File: src/rtl/core/fp32_add_operand_align_macros.svh
// ---------------------------------------------------------------------------
// Assertion macros for the operand alignment block
// Clocked on clk, disabled while arst_n is low.
// ---------------------------------------------------------------------------
`ifndef FP32_ADD_OPERAND_ALIGN_MACROS_SVH
`define FP32_ADD_OPERAND_ALIGN_MACROS_SVH

// same-cycle implication
`define FPALIGN_ASSERT_IMP(lbl, ante, cons, msg) \
	lbl: assert property (@(posedge clk) disable iff (!arst_n) (ante) |-> (cons)) \
		else $error(msg);

// next-cycle implication
`define FPALIGN_ASSERT_NXT(lbl, ante, cons, msg) \
	lbl: assert property (@(posedge clk) disable iff (!arst_n) (ante) |=> (cons)) \
		else $error(msg);

`endif

File: src/rtl/core/fpalign_pkg.sv
// ---------------------------------------------------------------------------
// fpalign_pkg
// Types, constants and helpers shared by the fp32 operand alignment block.
// ---------------------------------------------------------------------------
`default_nettype none

package fpalign_pkg;

	localparam int unsigned OPND_W  = 32;
	localparam int unsigned EXP_W   = 8;
	localparam int unsigned MANT_W  = 23;
	localparam int unsigned FRAC_W  = 28;
	localparam int unsigned SHIFT_W = 5;   // enough bits to index the 28-bit fraction

	// working-format field values
	localparam logic [1:0] INT_NORMAL   = 2'b01;
	localparam logic [1:0] INT_DENORMAL = 2'b00;
	localparam logic [2:0] GUARD_ZERO   = 3'b000;

	typedef logic [OPND_W-1:0] opnd_t;
	typedef logic [EXP_W-1:0]  exp_t;
	typedef logic [FRAC_W-1:0] frac_t;

	// unpacked operand pair, ready for the alignment shift
	typedef struct packed {
		logic  a_big;       // a has the strictly larger exponent
		exp_t  larger_exp;
		exp_t  shift_dist;  // shift distance for the smaller operand
		frac_t big_frac;
		frac_t small_frac;
	} unpack_t;

	function automatic exp_t get_exp(input opnd_t op);
		return op[MANT_W +: EXP_W];
	endfunction

	// integer bits, fraction bits, guard bits
	function automatic frac_t widen_fraction(input opnd_t op, input logic denormal);
		return {(denormal ? INT_DENORMAL : INT_NORMAL), op[MANT_W-1:0], GUARD_ZERO};
	endfunction

endpackage

`default_nettype wire

File: src/rtl/core/fpalign_if.sv
// ---------------------------------------------------------------------------
// fpalign channel interfaces
// Valid/ready channels for operand pairs and aligned results.
// ---------------------------------------------------------------------------
`default_nettype none

interface fpalign_in_if;
	logic                 valid;
	logic                 ready;
	fpalign_pkg::opnd_t   operand_a;
	fpalign_pkg::opnd_t   operand_b;

	modport source (output valid, output operand_a, output operand_b, input ready);
	modport sink   (input valid, input operand_a, input operand_b, output ready);
endinterface

interface fpalign_out_if;
	logic                 valid;
	logic                 ready;
	fpalign_pkg::exp_t    larger_exponent;
	fpalign_pkg::frac_t   aligned_fraction_a;
	fpalign_pkg::frac_t   aligned_fraction_b;

	modport source (output valid, output larger_exponent, output aligned_fraction_a,
		output aligned_fraction_b, input ready);
	modport sink   (input valid, input larger_exponent, input aligned_fraction_a,
		input aligned_fraction_b, output ready);
endinterface

`default_nettype wire

File: src/rtl/core/fpalign_unpack.sv
// ---------------------------------------------------------------------------
// fpalign_unpack
// Exponent compare, denormal detect, fraction widening and shift distance.
// ---------------------------------------------------------------------------
`default_nettype none

module fpalign_unpack (
	input  fpalign_pkg::opnd_t    operand_a,
	input  fpalign_pkg::opnd_t    operand_b,
	output fpalign_pkg::unpack_t  unp
);
	import fpalign_pkg::*;

	exp_t  exp_a, exp_b, diff;
	logic  dn_a, dn_b, a_big, one_dn;
	frac_t frac_a, frac_b;

	// exponents and denormal flags
	always_comb begin
		exp_a  = get_exp(operand_a);
		exp_b  = get_exp(operand_b);
		dn_a   = (exp_a == '0);
		dn_b   = (exp_b == '0);
		a_big  = (exp_a > exp_b);
		one_dn = (dn_a != dn_b);
		frac_a = widen_fraction(operand_a, dn_a);
		frac_b = widen_fraction(operand_b, dn_b);
	end

	// difference; a denormal counts as exponent one
	always_comb begin
		diff = a_big ? (exp_a - exp_b) : (exp_b - exp_a);
		unp.a_big      = a_big;
		unp.larger_exp = a_big ? exp_a : exp_b;
		unp.shift_dist = diff - {{(EXP_W-1){1'b0}}, one_dn};
		unp.big_frac   = a_big ? frac_a : frac_b;
		unp.small_frac = a_big ? frac_b : frac_a;
	end

endmodule

`default_nettype wire

File: src/rtl/core/fpalign_shift.sv
// ---------------------------------------------------------------------------
// fpalign_shift
// Right shift of the smaller fraction with sticky collection into bit 0.
// ---------------------------------------------------------------------------
`default_nettype none

module fpalign_shift (
	input  fpalign_pkg::frac_t  small_frac,
	input  fpalign_pkg::exp_t   shift_dist,
	output fpalign_pkg::frac_t  aligned
);
	import fpalign_pkg::*;

	logic                long_shift;
	logic [SHIFT_W-1:0]  amt;
	frac_t               shifted, lost_mask;
	logic                sticky;

	// barrel shift; anything at or past the width shifts every bit out into the sticky bit
	always_comb begin
		long_shift = (shift_dist >= EXP_W'(FRAC_W));
		amt        = shift_dist[SHIFT_W-1:0];
		shifted    = long_shift ? '0 : (small_frac >> amt);
		lost_mask  = long_shift ? '1 : ((FRAC_W'(1) << amt) - FRAC_W'(1));
		sticky     = |(small_frac & lost_mask);
		aligned    = {shifted[FRAC_W-1:1], shifted[0] | sticky};
	end

endmodule

`default_nettype wire

File: src/rtl/core/fp32_add_operand_align.sv
// ---------------------------------------------------------------------------
// fp32_add_operand_align
// Front-end alignment of two single-precision operands for an adder.
// ---------------------------------------------------------------------------
// Takes one operand pair per clock while not stalled and returns one result
// word per pair, in order. Each word passes an input register (_s1) and a
// result register (_s2) before it shows on the output; throughput is one
// word per cycle when not stalled. The path between the two registers
// is the exponent subtract and the 28-bit alignment shifter with its sticky
// OR. Backpressure stalls both registers; the input side stays open while a
// finished word waits, as long as the s1 slot is free.
// Sign bits are ignored; exponent 255 is treated like any other exponent.
`default_nettype none

module fp32_add_operand_align (
	input  wire             clk,
	input  wire             arst_n,
	fpalign_in_if.sink      operands,
	fpalign_out_if.source   aligned
);
	import fpalign_pkg::*;
	`include "fp32_add_operand_align_macros.svh"

	logic     valid_s1, valid_s2, ready_s2;
	opnd_t    a_s1, b_s1;
	exp_t     exp_s2;
	frac_t    frac_a_s2, frac_b_s2;
	unpack_t  unp;
	frac_t    shifted_frac;

	// flow control
	assign ready_s2       = !valid_s2 || aligned.ready;
	assign operands.ready = !valid_s1 || ready_s2;

	// input register
	always_ff @(posedge clk or negedge arst_n) begin
		if (!arst_n) begin
			valid_s1 <= 1'b0;
		end else if (operands.ready) begin
			valid_s1 <= operands.valid;
		end
	end

	always_ff @(posedge clk) begin
		if (operands.valid && operands.ready) begin
			a_s1 <= operands.operand_a;
			b_s1 <= operands.operand_b;
		end
	end

	// alignment logic
	fpalign_unpack u_unpack (
		.operand_a (a_s1),
		.operand_b (b_s1),
		.unp       (unp)
	);

	fpalign_shift u_shift (
		.small_frac (unp.small_frac),
		.shift_dist (unp.shift_dist),
		.aligned    (shifted_frac)
	);

	// result register
	always_ff @(posedge clk or negedge arst_n) begin
		if (!arst_n) begin
			valid_s2 <= 1'b0;
		end else if (ready_s2) begin
			valid_s2 <= valid_s1;
		end
	end

	always_ff @(posedge clk) begin
		if (valid_s1 && ready_s2) begin
			exp_s2    <= unp.larger_exp;
			frac_a_s2 <= unp.a_big ? unp.big_frac : shifted_frac;
			frac_b_s2 <= unp.a_big ? shifted_frac : unp.big_frac;
		end
	end

	assign aligned.valid              = valid_s2;
	assign aligned.larger_exponent    = exp_s2;
	assign aligned.aligned_fraction_a = frac_a_s2;
	assign aligned.aligned_fraction_b = frac_b_s2;

	// checks
	`FPALIGN_ASSERT_NXT(a_advance, valid_s1 && ready_s2, valid_s2,
		"word in s1 did not reach s2")
	`FPALIGN_ASSERT_IMP(a_no_int_overflow, valid_s2,
		!frac_a_s2[FRAC_W-1] && !frac_b_s2[FRAC_W-1],
		"top integer bit set in aligned fraction")
	`FPALIGN_ASSERT_IMP(a_big_hidden, valid_s2 && (exp_s2 != '0),
		frac_a_s2[FRAC_W-2] || frac_b_s2[FRAC_W-2],
		"larger operand lost its hidden one")
	`FPALIGN_ASSERT_IMP(a_denorm_noshift, valid_s2 && (exp_s2 == '0),
		(frac_a_s2[2:0] == GUARD_ZERO) && (frac_b_s2[2:0] == GUARD_ZERO),
		"guard bits set with both operands denormal")

endmodule

`default_nettype wire
File: src/flat_wrapper.sv
// flat-port wrapper written by rule: the top's interface ports become plain ports
module fp32_add_operand_align_flat import fpalign_pkg::*;
  (clk, arst_n, operands_valid, operands_operand_a, operands_operand_b, operands_ready, aligned_valid, aligned_larger_exponent, aligned_aligned_fraction_a, aligned_aligned_fraction_b, aligned_ready);
  fpalign_in_if operands_i ();
  fpalign_out_if aligned_i ();
  input  wire clk;
  input  wire arst_n;
  input wire logic [$bits(operands_i.valid)-1:0] operands_valid;
  input wire logic [$bits(operands_i.operand_a)-1:0] operands_operand_a;
  input wire logic [$bits(operands_i.operand_b)-1:0] operands_operand_b;
  output wire logic [$bits(operands_i.ready)-1:0] operands_ready;
  output wire logic [$bits(aligned_i.valid)-1:0] aligned_valid;
  output wire logic [$bits(aligned_i.larger_exponent)-1:0] aligned_larger_exponent;
  output wire logic [$bits(aligned_i.aligned_fraction_a)-1:0] aligned_aligned_fraction_a;
  output wire logic [$bits(aligned_i.aligned_fraction_b)-1:0] aligned_aligned_fraction_b;
  input wire logic [$bits(aligned_i.ready)-1:0] aligned_ready;
  assign operands_i.valid = operands_valid;
  assign operands_i.operand_a = operands_operand_a;
  assign operands_i.operand_b = operands_operand_b;
  assign operands_ready = operands_i.ready;
  assign aligned_valid = aligned_i.valid;
  assign aligned_larger_exponent = aligned_i.larger_exponent;
  assign aligned_aligned_fraction_a = aligned_i.aligned_fraction_a;
  assign aligned_aligned_fraction_b = aligned_i.aligned_fraction_b;
  assign aligned_i.ready = aligned_ready;
  fp32_add_operand_align u_core (.clk(clk), .arst_n(arst_n), .operands(operands_i), .aligned(aligned_i));
endmodule
File: config.mk
export PLATFORM = sky130hd
export DESIGN_NAME = fp32_add_operand_align_flat
export DESIGN_NICKNAME = d
export VERILOG_FILES = /design/src/rtl/core/fpalign_pkg.sv /design/src/rtl/core/fpalign_if.sv /design/src/rtl/core/fpalign_unpack.sv /design/src/rtl/core/fpalign_shift.sv /design/src/rtl/core/fp32_add_operand_align.sv /design/src/flat_wrapper.sv
export VERILOG_INCLUDE_DIRS = /design/src /design/src/rtl/core
export SDC_FILE = /design/constraint.sdc
export NUM_CORES = 1
export LEC_CHECK = 0
export BUFFER_PORTS_ARGS = -buffer_cell sky130_fd_sc_hd__buf_2
export CAP_MARGIN = 20
export CELL_PAD_IN_SITES_DETAIL_PLACEMENT = 1
export CELL_PAD_IN_SITES_GLOBAL_PLACEMENT = 1
export CORE_ASPECT_RATIO = 1.25
export CORE_MARGIN = 2
export CORE_UTILIZATION = 49
export CTS_CLUSTER_DIAMETER = 60
export DETAILED_ROUTE_END_ITERATION = 8
export PLACE_DENSITY_LB_ADDON = 0.1
export SLEW_MARGIN = 20
export SYNTH_ARGS = -nofsm -noshare
export SYNTH_HDL_FRONTEND = slang
export SYNTH_HIERARCHICAL = 1
export SYNTH_SLANG_ARGS = --single-unit
File: constraint.sdc
create_clock -name clk -period 8.45 [get_ports clk]
set_input_delay 1.69 -clock clk [delete_from_list [all_inputs] [get_ports clk]]
set_output_delay 1.69 -clock clk [all_outputs]
set_load 0.005 [all_outputs]
-- Yosys cells after proc, flatten, opt, wreduce, memory -nomap -nowiden
Index checks and enable logic that the tools add are counted.
- word-level logic and storage cells: 37
- input bits: 68
- register bits after elaboration: 128
- reductions and logical operators: 9
- eq/ne operators: 1
- muxes and demuxes: 10
- shifts and indexed selects: 2
- bitwise gates (word level): 2
- $lt $le $gt $ge: 2
- $add $sub $neg: 4
- operators by type and width (cell ; count):
    $mux W28 ; 4
    $mux W27 ; 2
    $and A28 B28 Y28 ; 1
    $reduce_or A28 Y1 ; 1
    $shl A1 B5 Y28 const A ; 1
    $shr A28 B5 Y28 ; 1
    $sub A28 B1 Y28 const B ; 1
    $logic_not A8 Y1 ; 2
    $mux W8 ; 2
    $sub A8 B8 Y8 ; 2
    $ge A8 B5 Y1 const B ; 1
    $gt A8 B8 Y1 ; 1
    $sub A8 B1 Y8 ; 1
    $logic_and A1 B1 Y1 ; 2
    $logic_not A1 Y1 ; 2
    $logic_or A1 B1 Y1 ; 2
    $mux W1 ; 2
    $ne A1 B1 Y1 ; 1
    $or A1 B1 Y1 ; 1

-- Depth between registers and ports, before layout
Gate-level depths: netlist of the first run.
- depth after elaboration: 10
- mapped depth: 26
- depth with buffers taken out: 22

-- Modules after synthesis
Netlist of the first run, hierarchy kept.
- modules (own cells, without submodules) (module ; cells each ; sequential area each (um^2) ; instances ; area an instance (um^2)):
    fp32_add_operand_align ; 198 ; 3893.7 ; 1 ; 4774.6
    fpalign_shift ; 298 ; 0.0 ; 1 ; 2382.3
    fpalign_unpack ; 309 ; 0.0 ; 1 ; 1657.8

-- Least setup slack after synthesis of the first run
Ideal clock, no wire load.
- kind: register to register
- start point: reg u_core.a_s1[23]
- end point: reg u_core.frac_a_s2[0], in the netlist u_core/aligned.aligned_fraction_a[0], data pin
- setup slack: 3372 ps
- stages on the path, launching flop included: 26
- arrival: 4818 ps
- data required time: 8190 ps
- path buffers: 5
- cells stage by stage: edfxtp_1 inv_1 ha_1 inv_1 fa_1 nand3_1 a21oi_2 o22ai_4 inv_4 clkbuf_1 mux2i_1 ha_1 and3_1 o32ai_1 buf_2 buf_2 nor3_2 nand2_1 ha_1 buf_2 buf_1 nor4b_1 o31a_1 nor4_1 nand4_1 mux2_2
- RTL lines (what ; line ; RTL):
    start, declared ; fp32_add_operand_align.sv:25 ; opnd_t a_s1, b_s1;
    start signal, assigned ; fp32_add_operand_align.sv:46 ; a_s1 <= operands.operand_a;
    end signal, assigned ; fp32_add_operand_align.sv:76 ; frac_a_s2 <= unp.a_big ? unp.big_frac : shifted_frac;
    end, declared ; fp32_add_operand_align.sv:27 ; frac_t frac_a_s2, frac_b_s2;

==> flow_summary_export.csv, run 1 <==
group,metric,value,unit
timing,finalCritPeriodShare,77.4,%
detailed_routing,viasPerCell,5.93,
timing,rsz0062_at_grt,"false",
power,powerDensity,248,nW/um^2
detailed_routing,via_count,6771,
critical_path,critPathArrivalTime,6.71,ns
clock_network,cts_buffer_depth,2,
layout,multiInputGateArea,4460,um^2
detailed_routing,wl_per_cell,21.9,um
timing,finalWorstSetupSlack,1.91,ns
floorplanning,rows,54,
critical_path,worstSetupEndpointType,"register",
place,gp_congestion,0.903,
place,hpwl,18000,um
floorplanning,die_h,153,um
worst_hold_path,worstHoldStart,"u_core/valid_s1$_DFFE_PN0P_",
layout,seqCellArea,3830,um^2
critical_path,worstSetupStartpointType,"register",
timing,tightest_slew,1.03,ns
global_route,grtUsageTotal,27.5,%
clock_network,ctsHoldBuffers,0,
clock_network,numCtsBuffers,17,
critical_path,reg2reg_depth,23,
worst_hold_path,worstHoldPathType,"reg2reg",
floorplanning,core_area,17500,um^2
global_route,grt_pass1_wl,39300,um
clock_network,post_cts_buffers,0,
timing,finalSetupViolCount,0,
floorplanning,die_w,124,um
detailed_routing,drcViolationCount,0,
layout,area_delta_synth_final,14.6,%
global_route,grt_max_degree,75,
layout,fin_nets,993,
global_route,first_global_vias,7133,
power,power.leakage,4.17,nW
layout,fillers,1890,
worst_hold_path,hold_depth,1,
yosys,synth_cells,803,
detailed_routing,drtIter0Drc,405,
clock_network,cts_tree,"yes",
place,post-place-ws,1.90,ns
timing,hold_viol,0,
detailed_routing,postRouteAntennaNets,0,
critical_path,timing.rr.start,"u_core/a_s1[23]$_DFFE_PP_",
detailed_routing,first_pass_iters,5,
floorplanning,start_util,50.0,%
critical_path,required,8.62,ns
timing,fin_setup_tns,0,ns
floorplanning,ioPinCount,134,
layout,layout-drive-gt1-share,30.3,%
clock_network,clk_latency,0.42,ns
clock_network,clk_pin_slew,0.06,ns
yosys,avgSynthCellArea,10.9,um^2
clock_network,cts_root_buffer,"clkbuf_16",
timing,drv_slew,0,
power,ir_worst_vdd,0.000141,V
status,status,"complete, no violations",
yosys,netlist_area,8750,um^2
place,io_buffer_count,131,
clock_network,cts_sinks,128,
global_route,grt_overflow,0,
clock_network,htree_levels,4,
detailed_routing,totalWireLength,25000,um
timing,skew,0.00899,ns
critical_path,crit_type,"reg2reg",
layout,antenna_cells,0,
floorplanning,dieArea,19000,um^2
yosys,ys_warn_count,6,
timing,max_freq,153,MHz
timing,final.min_clock_period,6.54,ns
critical_path,critPathMaxFanout,60,
clock_network,postCtsResizedCells,0,
critical_path,crit_start,"u_core/a_s1[23]$_DFFE_PP_",
timing,slew_headroom,31.2,%
global_route,antenna_found_initial,0,
run,maxCapViolations,0,
-- per-layer routing --
layer	part of all wire (%)	global-route usage [%]	wire, um
met5	0	0	0
met4	4.3	13.5	1070
met3	6.0	4.55	1510
met2	50	45.6	12500
met1	40	34.4	9900
-- report_power, final --
part	internal [W]	total [W]	switching [W]
clock network	0.000483	0.000764	0.000281
logic	0.000371	0.000920	0.000549
registers	0.000782	0.000807	0.0000248
-- worst paths after layout --
path | slack (ns) | end
setup / recovery | 1.91 | u_core/aligned.aligned_fraction_a[0]$_DFFE_PP_
hold / removal | 0.50 | u_core/aligned.valid$_DFFE_PN0P_
setup reg to reg | 1.91 | u_core/aligned.aligned_fraction_a[0]$_DFFE_PP_
hold reg to reg | 0.50 | u_core/aligned.valid$_DFFE_PN0P_
max in group asynchronous | 7.31 | u_core/aligned.valid$_DFFE_PN0P_
min in group asynchronous | 1.04 | u_core/valid_s1$_DFFE_PN0P_
-- cell type report --
| cell class | count | area share [%] |
|---|---|---|
| Sequential cell | 128 | 38.2 |
| Clock buffer | 21 | 4.59 |
| Multi-Input combinational cell | 586 | 44.4 |
| Timing Repair Buffer | 141 | 7.28 |
| Clock inverter | 11 | 1.53 |
| Tap cell | 224 | 2.79 |
| Inverter | 31 | 1.18 |
-- cell usage in the layout, fill, tap and decap left out, types with 6 or more instances in the layout --
cell	instances
buf_4	10
o21ai_0	28
mux2i_1	23
o211ai_1	6
nand3_1	10
nor2_1	43
ha_1	18
nand2_1	179
nor2b_1	6
buf_2	131
mux4_1	8
a21oi_1	32
mux2_4	41
o31ai_1	6
clkbuf_16	17
mux2_2	28
a211oi_1	17
nor4_1	6
and2_1	6
conb_1	8
xor2_1	8
edfxtp_1	126
nand4_1	6
mux4_2	19
inv_1	27
nor3_1	10
-- per-stage QoR --
stage	instances	area, um^2	utilization, %	hold WS [ns]	total power [W]
4_1_cts	1142	10000	57.3	0.506	0.00250
2_1_floorplan	810	8780	-	0.449	0.00149
5_1_grt	1142	10000	57.3	0.548	0.00261
6_report	1142	10000	57.3	0.501	0.00249
3_3_place_gp	1110	9420	53.8	0.470	0.00168
3_5_place_dp	1110	9420	53.8	0.494	0.00172
-- sequential cells by signal, summed over array words and instances (netlist names) --
name	cells
u_core/a_s1	31
u_core/aligned.larger_exponent	8
u_core/b_s1	31
u_core/valid_s1	1
u_core/aligned.aligned_fraction_a	28
u_core/aligned.valid	1
u_core/aligned.aligned_fraction_b	28
-- critical path, cell delays in order, from the launching register on --
cell,delay (ns)
edfxtp_1,0.48
inv_1,0.10
ha_1,0.18
inv_1,0.06
fa_1,0.44
nand3_1,0.14
a21oi_2,0.09
o22ai_4,0.17
buf_4,0.53
nor3_1,0.09
o311ai_1,0.85
xor2_4,0.38
buf_4,0.34
nor3_2,0.25
nand2_1,0.12
ha_1,0.24
buf_4,0.22
or3b_2,0.24
nor3_1,0.07
a311oi_1,0.38
o21ai_0,0.13
nor4_1,0.25
nand4_1,0.21
mux2_2,0.30
(Power assumes the default switching activity.)
==> run 2, diff against run 1 <==
ABC_AREA = 1   (was not set)
CORE_UTILIZATION = 38   (was 49)
clock period = 5.5 ns   (was 8.45 ns; I/O delays follow)
==> flow_summary_export.csv, run 2 <==
group,metric,value,unit
worst_hold_path,worstHoldPathType,"in2async",
yosys,synth_cells,1178,
power,switching_share,38.8,%
global_route,grtUsageTotal,25.0,%
detailed_routing,drcViolationCount,0,
timing,final.min_clock_period,4.94,ns
layout,largest_registers,"u_core/a_s1 x31, u_core/b_s1 x31",
yosys,avgSynthCellArea,7.54,um^2
timing,tightest_slew,0.860,ns
clock_network,htree_levels,4,
detailed_routing,via_count,8305,
floorplanning,dieArea,24600,um^2
timing,rsz0062_at_grt,"false",
yosys,netlist_area,8880,um^2
yosys,ys_warn_count,6,
detailed_routing,viasPerCell,5.23,
global_route,grt_pass1_wl,46800,um
clock_network,clk_latency,0.43,ns
critical_path,cpMaxStageDelayCell,"edfxtp_1",
detailed_routing,wl_per_cell,19.2,um
power,powerDensity,368,nW/um^2
clock_network,cts_tree,"yes",
power,power.leakage,4.60,nW
critical_path,worstSetupStartpointType,"register",
layout,multiInputGateArea,4140,um^2
critical_path,critPathArrivalTime,5.08,ns
clock_network,cts_root_buffer,"clkbuf_16",
timing,hold_viol,0,
detailed_routing,first_pass_iters,4,
status,status,"complete, no violations",
global_route,grt_max_degree,161,
layout,area_delta_synth_final,15.8,%
layout,final_common_cell,"nand2_1",
timing,finalSetupViolCount,0,
critical_path,path_common_cell,"nand2_1",
power,pwr-share-clk,31.5,%
layout,seqCellArea,3830,um^2
critical_path,required,5.64,ns
layout,final_cell_mix,"338 x nand2_1, 133 x inv_1, 131 x buf_2",
power,p_int,0.00232,W
layout,fin_cells,1587,
floorplanning,die_h,175,um
timing,max_freq,203,MHz
floorplanning,ioPinCount,134,
place,place_inst,1553,
run,maxCapViolations,0,
power,ir_worst_vdd,0.000229,V
critical_path,path_delay_family,"simple AND/OR/NAND/NOR gates",
clock_network,cts_sinks,128,
floorplanning,die_w,141,um
critical_path,slowest_delay,0.42,ns
detailed_routing,totalWireLength,30400,um
global_route,antenna_found_initial,3,
critical_path,worstSetupEndpointType,"register",
clock_network,numCtsBuffers,17,
power,p_comb_share,36.0,%
timing,fin_setup_tns,0,ns
critical_path,worst-path-buf-inv,5,
power,seqPwrFrac,32.5,%
layout,layout-drive-gt1-share,17.5,%
timing,finalCritPeriodShare,89.7,%
place,gp_congestion,0.907,
global_route,first_global_vias,8499,
clock_network,clk_pin_slew,0.07,ns
timing,skew,0.0206,ns
timing,slew_headroom,42.5,%
layout,fillers,2899,
floorplanning,start_util,38.7,%
timing,drv_slew,0,
place,hpwl,23300,um
clock_network,cts_buffer_depth,2,
detailed_routing,postRouteAntennaNets,0,
detailed_routing,drtIter0Drc,484,
layout,fin_nets,1372,
power,p_total,0.00379,W
global_route,grt_overflow,0,
critical_path,crit_type,"reg2reg",
floorplanning,core_area,23000,um^2
power,total_switching_power,0.00147,W
floorplanning,rows,62,
place,io_buffer_count,131,
critical_path,critPathMaxFanout,16,
## run 2: path summary, 6_finish.rpt
kind	start	to	slack, ns	cells past startpoint
worst max-delay path	u_core/a_s1[23]$_DFFE_PP_	u_core/aligned.aligned_fraction_a[0]$_DFFE_PP_	0.56	30
worst min-delay path	arst_n	u_core/aligned.valid$_DFFE_PN0P_	0.44	1
worst max register to register	u_core/a_s1[23]$_DFFE_PP_	u_core/aligned.aligned_fraction_a[0]$_DFFE_PP_	0.56	30
worst min register to register	u_core/valid_s1$_DFFE_PN0P_	u_core/aligned.valid$_DFFE_PN0P_	0.53	2
max in group asynchronous	arst_n	u_core/valid_s1$_DFFE_PN0P_	4.97	1
min in group clk	u_core/valid_s1$_DFFE_PN0P_	u_core/aligned.valid$_DFFE_PN0P_	0.53	2
## run 2: layer usage
metal	vias up	track usage, %	wire, um
li1	4079	-	-
met1	3981	27.7	11800
met2	191	46.7	16400
met3	52	3.40	1040
met4	2	11.7	1160
met5	-	0	16
## run 2: what timing repair did
| action | in CTS | in global routing |
|---|---|---|
| hold endpoints to repair | 0 | 0 |
| setup buffers | 0 | 0 |
| resized for setup | 0 | 1 |
| endpoints found under the setup margin | 0 | 2 |
| hold buffers | 0 | 0 |
## run 2: final cells by class
class / instances / share of cell area, %
inverter: 144 / 5.31
multi-input combinational: 847 / 40.3
tap: 288 / 3.50
clock inverter: 14 / 1.74
clock buffer: 18 / 4.17
sequential: 128 / 37.3
antenna: 2 / 0.0487
timing repair buffer: 146 / 7.63
## run 2: through the flow
stage	setup slack (ns)	hold WS, ns	utilization, %	area, um^2
3_3_place_gp	0.614	0.496	42.1	9660
2_1_floorplan	0.741	0.447	-	8900
3_5_place_dp	0.511	0.518	42.1	9660
6_report	0.564	0.435	44.8	10300
4_1_cts	0.462	0.416	44.7	10300
5_1_grt	0.0934	0.428	44.8	10300
## run 2: power by group through the flow
stage | Sequential (W) | Combinational, W | Clock, W
3_3_place_gp | 0.00125 | 0.00132 | 0
2_1_floorplan | 0.00126 | 0.000936 | 0
5_1_grt | 0.00124 | 0.00153 | 0.00125
3_5_place_dp | 0.00125 | 0.00135 | 0
6_report | 0.00123 | 0.00136 | 0.00119
4_1_cts | 0.00123 | 0.00136 | 0.00122
